$ cat config.mk
export PLATFORM = sky130hd
export DESIGN_NAME = heartbeat_keepalive_monitor_flat
export DESIGN_NICKNAME = d
export VERILOG_FILES = /design/src/rtl/hkm_pkg.sv /design/src/rtl/hkm_intf.sv /design/src/rtl/hkm_cfg_regs.sv /design/src/rtl/hkm_state_core.sv /design/src/rtl/hkm_wait_calc.sv /design/src/rtl/heartbeat_keepalive_monitor.sv /design/src/flat_wrapper.sv
export SDC_FILE = /design/constraint.sdc
export NUM_CORES = 2
export LEC_CHECK = 0
export ABC_CLOCK_PERIOD_IN_PS = 21500
export CAP_MARGIN = 40
export CORE_AREA = 8 8 308 310
export DETAILED_ROUTE_END_ITERATION = 7
export DIE_AREA = 0 0 316 318
export DONT_BUFFER_PORTS = 1
export GPL_ROUTABILITY_DRIVEN = 0
export PLACE_DENSITY = 0.68
export REMOVE_ABC_BUFFERS = 1
export SETUP_SLACK_MARGIN = 0.5
export SLEW_MARGIN = 25
export SYNTH_ARGS = -nofsm -noshare
export SYNTH_HDL_FRONTEND = slang
export SYNTH_SLANG_ARGS = --single-unit
$ cat constraint.sdc
create_clock -name clk -period 21.5 [get_ports clk]
set_input_delay 0 -clock clk [delete_from_list [all_inputs] [get_ports clk]]
set_output_delay 0 -clock clk [all_outputs]
set_load 0.02 [all_outputs]
$ cat src/rtl/hkm_pkg.sv
`timescale 1ns / 1ps
// Shared types and constants for the heartbeat keepalive monitor.
// No dependencies; every other file of the block uses this package.
package hkm_pkg;

	// Event codes carried by each input item
	typedef enum logic [1:0] {
		OP_POLL  = 2'd0,
		OP_SENT  = 2'd1,
		OP_PONG  = 2'd2,
		OP_CLEAR = 2'd3
	} op_t;

	// Configuration register indexes
	typedef enum logic [1:0] {
		REG_ENABLE   = 2'd0,
		REG_INTERVAL = 2'd1,
		REG_TIMEOUT  = 2'd2,
		REG_LIMIT    = 2'd3
	} reg_idx_t;

	localparam int unsigned TIME_W  = 64;  // microsecond timestamp
	localparam int unsigned MS_W    = 32;  // millisecond settings and wait
	localparam int unsigned US_W    = 42;  // a 32-bit ms value times 1000 fits here
	localparam int unsigned MISS_W  = 16;
	localparam int unsigned CDATA_W = 32;

	localparam logic [9:0] MS_TO_US = 10'd1000;

	// Reset values of the configuration registers
	localparam logic             RST_ENABLE   = 1'b1;
	localparam logic [MS_W-1:0]  RST_INTERVAL = 32'd10000;
	localparam logic [MS_W-1:0]  RST_TIMEOUT  = 32'd5000;
	localparam logic [MISS_W-1:0] RST_LIMIT   = 16'd3;

	// Divide by 1000 as (x >> 3) / 125, with x >> 3 split at bit SPLIT:
	// 2^21 = 16777 * 125 + 27, so x/125 = a*16777 + (a*27 + b)/125.
	// The small quotient uses a reciprocal of 2^31/125, exact below 2^24.
	localparam int unsigned REM_W    = US_W - 3;
	localparam int unsigned SPLIT    = 21;
	localparam int unsigned HI_W     = REM_W - SPLIT;
	localparam int unsigned Y_W      = 24;
	localparam int unsigned RCP_SH   = 31;
	localparam logic [14:0] DIV_HI   = 15'd16777;
	localparam logic [4:0]  DIV_MID  = 5'd27;
	localparam logic [24:0] DIV_RCP  = 25'd17179870;

	// Settings as seen by the datapath
	typedef struct packed {
		logic              enable;
		logic [MS_W-1:0]   ping_ms;
		logic [US_W-1:0]   ping_us;
		logic [US_W-1:0]   pong_us;
		logic [MISS_W-1:0] miss_limit;
		logic              clear;       // a register write clears tracking state
	} cfg_t;

	// Status after the state update, handed to the wait computation
	typedef struct packed {
		logic              fired;
		logic              dead;
		logic [MISS_W-1:0] misses;
		logic              pending;
		logic              active;      // enabled, alive and no pong pending
		logic [TIME_W-1:0] elapsed;     // time since the send stamp after the update
	} status_t;

endpackage

$ cat src/rtl/hkm_intf.sv
`timescale 1ns / 1ps
// Valid/ready channel interfaces of the heartbeat keepalive monitor:
// input items, result items and configuration writes. Uses hkm_pkg.
interface hkm_item_if;
	logic                      valid;
	logic                      ready;
	hkm_pkg::op_t              operation;
	logic [hkm_pkg::TIME_W-1:0] now_us;

	modport source (output valid, output operation, output now_us, input ready);
	modport sink   (input valid, input operation, input now_us, output ready);
endinterface

interface hkm_result_if;
	logic                       valid;
	logic                       ready;
	logic                       timeout_fired;
	logic                       send_due;
	logic [hkm_pkg::MS_W-1:0]   wait_ms;
	logic                       peer_dead;
	logic [hkm_pkg::MISS_W-1:0] misses;
	logic                       awaiting_pong;

	modport source (output valid, output timeout_fired, output send_due, output wait_ms,
		output peer_dead, output misses, output awaiting_pong, input ready);
	modport sink   (input valid, input timeout_fired, input send_due, input wait_ms,
		input peer_dead, input misses, input awaiting_pong, output ready);
endinterface

interface hkm_cfg_if;
	logic                        valid;
	logic                        ready;
	hkm_pkg::reg_idx_t           index;
	logic [hkm_pkg::CDATA_W-1:0] data;

	modport source (output valid, output index, output data, input ready);
	modport sink   (input valid, input index, input data, output ready);
endinterface

$ cat src/rtl/hkm_cfg_regs.sv
`timescale 1ns / 1ps
// Configuration registers of the heartbeat keepalive monitor, with the
// millisecond settings also kept in microseconds. Uses hkm_pkg, hkm_intf.
module hkm_cfg_regs (
	input  logic         clk,
	input  logic         arst_n,
	hkm_cfg_if.sink      cfg,
	output hkm_pkg::cfg_t cfg_o
);
	import hkm_pkg::*;

	logic              enable_q;
	logic [MS_W-1:0]   ping_ms_q;
	logic [US_W-1:0]   ping_us_q;
	logic [US_W-1:0]   pong_us_q;
	logic [MISS_W-1:0] limit_q;
	logic              wr;
	logic [US_W-1:0]   data_us;

	assign cfg.ready = 1'b1;
	assign wr        = cfg.valid;
	assign data_us   = US_W'({10'd0, cfg.data} * {32'd0, MS_TO_US});

	// Write one register per item; scale the ms settings once here
	always_ff @(posedge clk or negedge arst_n) begin
		if (!arst_n) begin
			enable_q  <= RST_ENABLE;
			ping_ms_q <= RST_INTERVAL;
			ping_us_q <= US_W'(RST_INTERVAL) * US_W'(MS_TO_US);
			pong_us_q <= US_W'(RST_TIMEOUT) * US_W'(MS_TO_US);
			limit_q   <= RST_LIMIT;
		end else if (wr) begin
			unique case (cfg.index)
				REG_ENABLE: enable_q <= cfg.data[0];
				REG_INTERVAL: begin
					ping_ms_q <= cfg.data;
					ping_us_q <= data_us;
				end
				REG_TIMEOUT: pong_us_q <= data_us;
				REG_LIMIT: limit_q <= cfg.data[MISS_W-1:0];
				default: enable_q <= enable_q;
			endcase
		end
	end

	always_comb begin
		cfg_o.enable     = enable_q;
		cfg_o.ping_ms    = ping_ms_q;
		cfg_o.ping_us    = ping_us_q;
		cfg_o.pong_us    = pong_us_q;
		cfg_o.miss_limit = limit_q;
		cfg_o.clear      = wr;
	end

endmodule

$ cat src/rtl/hkm_state_core.sv
`timescale 1ns / 1ps
// Input register and keepalive state update of the heartbeat keepalive
// monitor; hands a status record to the wait computation. Uses hkm_pkg, hkm_intf.
module hkm_state_core (
	input  logic            clk,
	input  logic            arst_n,
	input  hkm_pkg::cfg_t   cfg_i,
	hkm_item_if.sink        item,
	output logic            st_valid,
	input  logic            st_ready,
	output hkm_pkg::status_t st_o
);
	import hkm_pkg::*;

	// Input stage
	logic              valid_s1;
	op_t               op_s1;
	logic [TIME_W-1:0] now_s1;
	// Status stage
	logic              valid_s2;
	status_t           st_s2;
	// Keepalive state
	logic [TIME_W-1:0] stamp_q;
	logic              pending_q;
	logic              dead_q;
	logic [MISS_W-1:0] miss_q;

	logic              adv1;
	logic              adv2;
	logic              upd;
	logic [TIME_W-1:0] diff;
	logic              overdue;
	logic [MISS_W-1:0] miss_inc;
	logic [TIME_W-1:0] stamp_d;
	logic              pending_d;
	logic              dead_d;
	logic [MISS_W-1:0] miss_d;
	logic              fired_d;
	logic [TIME_W-1:0] elapsed_d;

	assign adv2       = !valid_s2 || st_ready;
	assign adv1       = !valid_s1 || adv2;
	assign item.ready = adv1;
	assign upd        = valid_s1 && adv2;

	// Capture the incoming item
	always_ff @(posedge clk or negedge arst_n) begin
		if (!arst_n) begin
			valid_s1 <= 1'b0;
		end else if (adv1) begin
			valid_s1 <= item.valid;
		end
	end

	always_ff @(posedge clk) begin
		if (adv1 && item.valid) begin
			op_s1  <= item.operation;
			now_s1 <= item.now_us;
		end
	end

	// Apply the event to the keepalive state
	assign diff     = now_s1 - stamp_q;
	assign overdue  = diff >= TIME_W'(cfg_i.pong_us);
	assign miss_inc = (miss_q == '1) ? miss_q : miss_q + 1'b1;

	always_comb begin
		stamp_d   = stamp_q;
		pending_d = pending_q;
		dead_d    = dead_q;
		miss_d    = miss_q;
		fired_d   = 1'b0;
		elapsed_d = diff;
		if (op_s1 == OP_CLEAR) begin
			stamp_d   = '0;
			pending_d = 1'b0;
			dead_d    = 1'b0;
			miss_d    = '0;
			elapsed_d = now_s1;
		end else if (cfg_i.enable) begin
			unique case (op_s1)
				OP_POLL: begin
					if (!dead_q && pending_q && overdue) begin
						pending_d = 1'b0;
						miss_d    = miss_inc;
						if (miss_inc >= cfg_i.miss_limit) begin
							dead_d  = 1'b1;
							fired_d = 1'b1;
						end
					end
				end
				OP_SENT: begin
					stamp_d   = now_s1;
					pending_d = 1'b1;
					elapsed_d = '0;
				end
				OP_PONG: begin
					pending_d = 1'b0;
					dead_d    = 1'b0;
					miss_d    = '0;
				end
				default: stamp_d = stamp_q;
			endcase
		end
	end

	// Hold the state; a register write clears it
	always_ff @(posedge clk or negedge arst_n) begin
		if (!arst_n) begin
			stamp_q   <= '0;
			pending_q <= 1'b0;
			dead_q    <= 1'b0;
			miss_q    <= '0;
		end else if (cfg_i.clear) begin
			stamp_q   <= '0;
			pending_q <= 1'b0;
			dead_q    <= 1'b0;
			miss_q    <= '0;
		end else if (upd) begin
			stamp_q   <= stamp_d;
			pending_q <= pending_d;
			dead_q    <= dead_d;
			miss_q    <= miss_d;
		end
	end

	// Advance the status record
	always_ff @(posedge clk or negedge arst_n) begin
		if (!arst_n) begin
			valid_s2 <= 1'b0;
		end else if (adv2) begin
			valid_s2 <= valid_s1;
		end
	end

	always_ff @(posedge clk) begin
		if (upd) begin
			st_s2.fired   <= fired_d;
			st_s2.dead    <= dead_d;
			st_s2.misses  <= miss_d;
			st_s2.pending <= pending_d;
			st_s2.active  <= cfg_i.enable && !dead_d && !pending_d;
			st_s2.elapsed <= elapsed_d;
		end
	end

	assign st_valid = valid_s2;
	assign st_o     = st_s2;

endmodule

$ cat src/rtl/hkm_wait_calc.sv
`timescale 1ns / 1ps
// Due check and ms-until-next-heartbeat computation of the heartbeat
// keepalive monitor, ending in the result register. Uses hkm_pkg, hkm_intf.
module hkm_wait_calc (
	input  logic             clk,
	input  logic             arst_n,
	input  hkm_pkg::cfg_t    cfg_i,
	input  logic             st_valid,
	output logic             st_ready,
	input  hkm_pkg::status_t st_i,
	hkm_result_if.source     result
);
	import hkm_pkg::*;

	// Compare stage
	logic              valid_s3;
	logic              fired_s3;
	logic              dead_s3;
	logic [MISS_W-1:0] misses_s3;
	logic              pending_s3;
	logic              active_s3;
	logic              due_s3;
	logic [REM_W-1:0]  rem_s3;
	// Partial quotient stage
	logic              valid_s4;
	logic              fired_s4;
	logic              dead_s4;
	logic [MISS_W-1:0] misses_s4;
	logic              pending_s4;
	logic              active_s4;
	logic              due_s4;
	logic [MS_W-1:0]   hi_s4;
	logic [Y_W-1:0]    y_s4;
	// Result register
	logic              valid_q;
	logic              fired_q;
	logic              due_q;
	logic [MS_W-1:0]   wait_q;
	logic              dead_q;
	logic [MISS_W-1:0] misses_q;
	logic              pending_q;

	logic              adv_o;
	logic              adv4;
	logic              adv3;
	logic              due_c;
	logic [US_W-1:0]   rem_c;
	logic [HI_W-1:0]   a_c;
	logic [SPLIT-1:0]  b_c;
	logic [Y_W+24:0]   prod_c;
	logic [MS_W-1:0]   wait_c;

	assign adv_o    = !valid_q || result.ready;
	assign adv4     = !valid_s4 || adv_o;
	assign adv3     = !valid_s3 || adv4;
	assign st_ready = adv3;

	// Check whether a heartbeat is due and take the time remaining
	assign due_c = st_i.elapsed >= TIME_W'(cfg_i.ping_us);
	assign rem_c = cfg_i.ping_us - st_i.elapsed[US_W-1:0];

	always_ff @(posedge clk or negedge arst_n) begin
		if (!arst_n) begin
			valid_s3 <= 1'b0;
			valid_s4 <= 1'b0;
			valid_q  <= 1'b0;
		end else begin
			if (adv3) valid_s3 <= st_valid;
			if (adv4) valid_s4 <= valid_s3;
			if (adv_o) valid_q <= valid_s4;
		end
	end

	always_ff @(posedge clk) begin
		if (adv3 && st_valid) begin
			fired_s3   <= st_i.fired;
			dead_s3    <= st_i.dead;
			misses_s3  <= st_i.misses;
			pending_s3 <= st_i.pending;
			active_s3  <= st_i.active;
			due_s3     <= due_c;
			rem_s3     <= rem_c[US_W-1:3];
		end
	end

	// Split the divide by 125 into a high product and a small remainder part
	assign a_c = rem_s3[REM_W-1:SPLIT];
	assign b_c = rem_s3[SPLIT-1:0];

	always_ff @(posedge clk) begin
		if (adv4 && valid_s3) begin
			fired_s4   <= fired_s3;
			dead_s4    <= dead_s3;
			misses_s4  <= misses_s3;
			pending_s4 <= pending_s3;
			active_s4  <= active_s3;
			due_s4     <= due_s3;
			hi_s4      <= MS_W'({15'd0, a_c} * {18'd0, DIV_HI});
			y_s4       <= Y_W'({6'd0, a_c} * {19'd0, DIV_MID}) + Y_W'(b_c);
		end
	end

	// Finish the quotient with the reciprocal and pick the reported wait
	assign prod_c = {25'd0, y_s4} * {24'd0, DIV_RCP};

	always_comb begin
		if (!active_s4) begin
			wait_c = cfg_i.ping_ms;
		end else if (due_s4) begin
			wait_c = '0;
		end else begin
			wait_c = hi_s4 + MS_W'(prod_c[Y_W+24:RCP_SH]);
		end
	end

	always_ff @(posedge clk) begin
		if (adv_o && valid_s4) begin
			fired_q   <= fired_s4;
			due_q     <= active_s4 && due_s4;
			wait_q    <= wait_c;
			dead_q    <= dead_s4;
			misses_q  <= misses_s4;
			pending_q <= pending_s4;
		end
	end

	assign result.valid         = valid_q;
	assign result.timeout_fired = fired_q;
	assign result.send_due      = due_q;
	assign result.wait_ms       = wait_q;
	assign result.peer_dead     = dead_q;
	assign result.misses        = misses_q;
	assign result.awaiting_pong = pending_q;

endmodule

$ cat src/rtl/heartbeat_keepalive_monitor.sv
`timescale 1ns / 1ps
// Heartbeat keepalive monitor, top level. Instantiates hkm_cfg_regs,
// hkm_state_core and hkm_wait_calc; uses hkm_pkg and the hkm_intf channels.
//
// Each input item (poll, heartbeat sent, pong received, clear) with its
// microsecond timestamp yields exactly one result item. One item is accepted
// per clock while results are taken; the keepalive state (send stamp, pong
// pending, peer dead, miss count) is updated as the item leaves the input
// register, so consecutive items see each other's effects without stalls.
// A result passes the input register and state update, the due compare, and
// the divide of the remaining microseconds by 1000 before it is presented.
// A stalled result holds the pipeline only as far as it is full.
// Configuration writes are taken in any cycle, apply at once and clear the
// keepalive state; issue them only while no item is in flight.
module heartbeat_keepalive_monitor (
	input  logic         clk,
	input  logic         arst_n,
	hkm_item_if.sink     item,
	hkm_result_if.source result,
	hkm_cfg_if.sink      cfg
);
	import hkm_pkg::*;

	cfg_t    cfg_c;
	logic    st_valid;
	logic    st_ready;
	status_t st_c;

	hkm_cfg_regs u_cfg (
		.clk    (clk),
		.arst_n (arst_n),
		.cfg    (cfg),
		.cfg_o  (cfg_c)
	);

	hkm_state_core u_core (
		.clk      (clk),
		.arst_n   (arst_n),
		.cfg_i    (cfg_c),
		.item     (item),
		.st_valid (st_valid),
		.st_ready (st_ready),
		.st_o     (st_c)
	);

	hkm_wait_calc u_wait (
		.clk      (clk),
		.arst_n   (arst_n),
		.cfg_i    (cfg_c),
		.st_valid (st_valid),
		.st_ready (st_ready),
		.st_i     (st_c),
		.result   (result)
	);

endmodule
$ cat src/flat_wrapper.sv
// flat-port wrapper written by rule: the top's interface ports become plain ports
module heartbeat_keepalive_monitor_flat import hkm_pkg::*;
  (clk, arst_n, item_valid, item_operation, item_now_us, item_ready, result_valid, result_timeout_fired, result_send_due, result_wait_ms, result_peer_dead, result_misses, result_awaiting_pong, result_ready, cfg_valid, cfg_index, cfg_data, cfg_ready);
  hkm_item_if item_i ();
  hkm_result_if result_i ();
  hkm_cfg_if cfg_i ();
  input  logic clk;
  input  logic arst_n;
  input wire logic [$bits(item_i.valid)-1:0] item_valid;
  input wire logic [$bits(item_i.operation)-1:0] item_operation;
  input wire logic [$bits(item_i.now_us)-1:0] item_now_us;
  output wire logic [$bits(item_i.ready)-1:0] item_ready;
  output wire logic [$bits(result_i.valid)-1:0] result_valid;
  output wire logic [$bits(result_i.timeout_fired)-1:0] result_timeout_fired;
  output wire logic [$bits(result_i.send_due)-1:0] result_send_due;
  output wire logic [$bits(result_i.wait_ms)-1:0] result_wait_ms;
  output wire logic [$bits(result_i.peer_dead)-1:0] result_peer_dead;
  output wire logic [$bits(result_i.misses)-1:0] result_misses;
  output wire logic [$bits(result_i.awaiting_pong)-1:0] result_awaiting_pong;
  input wire logic [$bits(result_i.ready)-1:0] result_ready;
  input wire logic [$bits(cfg_i.valid)-1:0] cfg_valid;
  input wire logic [$bits(cfg_i.index)-1:0] cfg_index;
  input wire logic [$bits(cfg_i.data)-1:0] cfg_data;
  output wire logic [$bits(cfg_i.ready)-1:0] cfg_ready;
  assign item_i.valid = item_valid;
  assign item_i.operation = item_operation;
  assign item_i.now_us = item_now_us;
  assign item_ready = item_i.ready;
  assign result_valid = result_i.valid;
  assign result_timeout_fired = result_i.timeout_fired;
  assign result_send_due = result_i.send_due;
  assign result_wait_ms = result_i.wait_ms;
  assign result_peer_dead = result_i.peer_dead;
  assign result_misses = result_i.misses;
  assign result_awaiting_pong = result_i.awaiting_pong;
  assign result_i.ready = result_ready;
  assign cfg_i.valid = cfg_valid;
  assign cfg_i.index = cfg_index;
  assign cfg_i.data = cfg_data;
  assign cfg_ready = cfg_i.ready;
  heartbeat_keepalive_monitor u_core (.clk(clk), .arst_n(arst_n), .item(item_i), .result(result_i), .cfg(cfg_i));
endmodule
==> results list <==
* Result of the run: finished clean
* Total buffers and inverters traversed by the critical path: 6
- Number of nets with antenna violations after detailed routing: 0
- CP Max Fanout: 11
* Setup fix buffers added after clock tree synthesis: 0
- Clk buf depth: 3
* Cts bufs inserted: a little under 60
* Sequential element share of the synthesized area: 31.7%
* Global-route congestion overflow total: 0
* Core Area: between 80000 and 90000 sq um
- Met3 demand-to-capacity share in global routing: 3.07%
- Via total after detailed routing: about 35000
* Worst reg2reg path endpoint: u_core.u_wait.result.wait_ms[29]$_DFFE_PP_
* Final Hold Violating Endpoints: 0
- Overall die area: 100000 sq um
- Number of iterations in the first detailed-routing pass: 6
- Setup total negative slack: 0 ns
- The worst setup path is launched from a flip-flop.
- At the worst endpoint, the required time is 21.86 ns.
* Clock Sinks: ~550
* Cell with the most instances after synthesis: inv_1
* CP Capture Point: u_core.u_wait.result.wait_ms[29]$_DFFE_PP_
* Y dimension of the die: 318 um
- Seq cells post-synth: 551
- Transition time at the pin with the least slew margin: 0.881 ns
- For the worst setup path, the data arrival time is ~11 ns.
- After legalization and detailed placement, the total HPWL measured between 90000 and 100000 um.
- Crit end category: flip-flop
- Max-Cap Viols: 0
- The cell count after synthesis came out at 4766.
- For this run, the total global-route usage over all layers was measured as a little under a quarter.
* Number of slew-limit violations in the final report: 0
* Final worst path period need: 10.40 ns
- After layout, the worst setup slack is 11.10 ns.
- The number of cells on the worst reg-to-reg path is 38.
- Setup violations remaining at the end of the flow were counted as 0.
- Clock root cell: clkbuf_16
- The slowest stage of the critical path is the edfxtp_1 cell.
- Share of layout cells above drive strength 1: roughly 5.2%
- The later pin in the worst-skew pair is clocked with a latency of 0.64 ns.
* Most used routing layer in global routing: met2
- Detail-routed net length per standard cell: 19.3 um
* Routed wire length: around 120000 um
- Summed over all instances, the cell type with the most area after synthesis is edfxtp_1.
- Unrepaired setup endpoints after global routing: no
- Number of global-route vias before repair: roughly 35000
- The first global-routing pass estimated 191000 um of wire.
- In the synthesized netlist the dominant register cell turns out to be edfxtp_1.
- In this run the core area contains 110 standard-cell rows.
- For this run, design rule violations remaining after detail routing come to 0.
* Worst hold path class: in -> reg
- For this block, the initial DRC count from the detailed router was 2466.
- The critical path runs through a total of 38 cells.
- Register-to-register setup slack: 11.10 ns
* Peak per-stage delay on the critical path: roughly 0.65 ns
- The initial antenna violation count is 5.
* Layout-stage area growth over the synthesis result: 10.5%
- Pin count of the biggest net entering global routing: roughly 210
- Grouping stages by cell kind, the critical path spends the most delay in compound AO/OA/AOI/OAI gates.
- Pin placement for this block handled between 150 and 200 I/O pins.
* Starting utilization of the core area: a little over half
* Worst setup startpoint: u_core.u_wait.y_s4[15]$_DFFE_PP_
- Derived from the worst setup path, the maximum achievable clock frequency is 96.1 MHz.
- Max Clock Skew: a little under 0.02 ns
- Dividing the final minimum period by the clock period gives 48.4%.
* Post-synth EDFFs: 339
- Startpoint of the worst-slack reg-to-reg timing path: u_core.u_wait.y_s4[15]$_DFFE_PP_
- Using the TritonRoute via totals, the vias-per-cell ratio works out to ~5.6.
- The die is 316 um wide.
* Maximum level of the CTS H-tree: 2
- Pre-CTS setup slack: 11.17 ns
- Post-Syn Area: 48900 sq um
- Port buffer count: 0
- Met1 Use GR: between 30% and 40%
- After synthesis, the mean cell area works out to 10.3 sq um.
- Met2 usage in global routing: 39.4%
* Yosys top cell area share: about a fifth
- CTS tree: yes
- Max-Slew Margin vs Limit: 41.0%
* Yosys warnings: 0
- Most instantiated cells after synthesis: inv_1, ha_1, fa_1
* Async SR Flop Fraction: 38.5%
- Clk pin slew, worst setup/hold paths: 0.06 ns
- Number of distinct library cell variants in the gate-level netlist after synthesis: 94
* Cell types with the largest area share after synthesis: edfxtp_1, ha_1, fa_1, dfrtp_1, inv_1
- For this run, the post-layout net count is 6112.
- The critical path in this run is classified as reg -> reg.
==> flip-flops by register name (all words and copies together) (netlist names), 37 cells and up <==
| register | flops |
|---|---|
| u_core.u_cfg.pong_us_q | 39 |
| u_core.u_core.now_s1 | 64 |
| u_core.u_cfg.ping_us_q | 37 |
| u_core.u_core.stamp_q | 64 |
| u_core.u_wait.rem_s3 | 39 |
| u_core.u_core.st_o | 84 |
==> placed cells by master, fill, tap and decap left out, types with 12 or more instances in the layout <==
cell | Yosys | final
inv_1 | 847 | 846
ha_1 | 716 | 716
fa_1 | 381 | 381
nand2_1 | 372 | 372
edfxtp_1 | 339 | 339
o21ai_0 | 258 | 258
a21oi_1 | 216 | 215
dfrtp_1 | 188 | 188
dlygate4sd3_1 | 0 | 174
nor2_1 | 170 | 168
xnor2_1 | 118 | 118
a21o_1 | 87 | 87
xor2_1 | 77 | 77
nor3_1 | 69 | 69
clkbuf_16 | 0 | 66
nand3_1 | 65 | 65
mux2_2 | 61 | 61
a22o_1 | 58 | 58
nand4_1 | 46 | 46
nor2b_1 | 44 | 43
o21a_1 | 42 | 42
o21bai_1 | 35 | 35
and3_1 | 35 | 35
nand2b_1 | 31 | 31
a211oi_1 | 31 | 31
o211ai_1 | 29 | 29
o2bb2ai_1 | 25 | 25
dfstp_2 | 24 | 24
a31oi_1 | 21 | 21
and2_1 | 23 | 20
o31ai_1 | 17 | 17
buf_4 | 2 | 17
or3_1 | 15 | 15
clkinv_2 | 0 | 13
nor4_1 | 12 | 12
a32oi_1 | 12 | 12
==> per-layer routing <==
layer	vias to the layer above	wire length [um]	part of all wire (%)
li1	16600	-	-
met1	16800	51700	44
met4	4	4640	3.9
met2	967	55500	47
met3	247	6400	5.4
met5	-	27	0.023
==> layout make-up <==
type | count | area (sq um)
well taps | 1176 | 1470
flip-flops and latches | 551 | 15500
multi-input cells | 3250 | 29800
diodes | 3 | 7.51
repair buffers | 199 | 2050
clock buffers | 80 | 1750
inverters | 849 | 3190
fillers | 7417 | 35500
clock inverters | 31 | 258
==> cells by family after synthesis <==
group,share of synthesized area [%]
AOI/OAI and AO/OA,12.9
adders and majority gates,33.9
muxes,1.47
DFF,31.7
buffers and inverters,7.47
and+or+nand+nor,9.04
other,0.00767
xor gates and xnor gates,3.49
==> worst register-to-register path: cells and delay by family, from the launching register on <==
family          cells  cell delay [ns]
simple gates        3             0.69
buf+inv             6             0.31
compound gates     18             4.15
fa+ha+maj           9             3.97
flops               1             0.65
xor+xnor            2             0.35
==> how the worst min path moves through the flow <==
stage / start / endpoint / depth (start not counted) / slack, ns
global route: item_now_us[15] / u_core.u_core.now_s1[15]$_DFFE_PP_ / 1 / 0.04
finish: cfg_data[18] / u_core.u_cfg.pong_us_q[22]$_DFFE_PN1P_ / 4 / 0.04
floorplan: arst_n / u_core.u_cfg.limit_q[10]$_DFFE_PN0P_ / 0 / -0.30
global placement: arst_n / u_core.u_core.stamp_q[55]$_DFFE_PN0P_ / 0 / -0.28
CTS: item_valid / u_core.u_core.valid_s1$_DFFE_PN0N_ / 2 / 0.005
detailed placement: arst_n / u_core.u_core.stamp_q[54]$_DFFE_PN0P_ / 0 / -0.28
==> timing repair <==
action                    CTS  global route
gates resized for setup     0             0
hold buffers              174             1
hold endpoints to repair  455            48
==> through the flow <==
stage                     instance area (sq um)  std cells  utilization, %  hold WS, ns
final                                     54100       6139            60.3       0.0441
after floorplan                           48500       4650               -       -0.296
after CTS                                 53900       6129            60.2      0.00496
after global routing                      54100       6136            60.3       0.0391
after global placement                    50100       5843            55.9       -0.279
after detailed placement                  50100       5844            55.9       -0.280
Power is left out: the tool's default activity adds up to more than one toggle a clock period on the data nets, which glitch-free logic cannot reach.
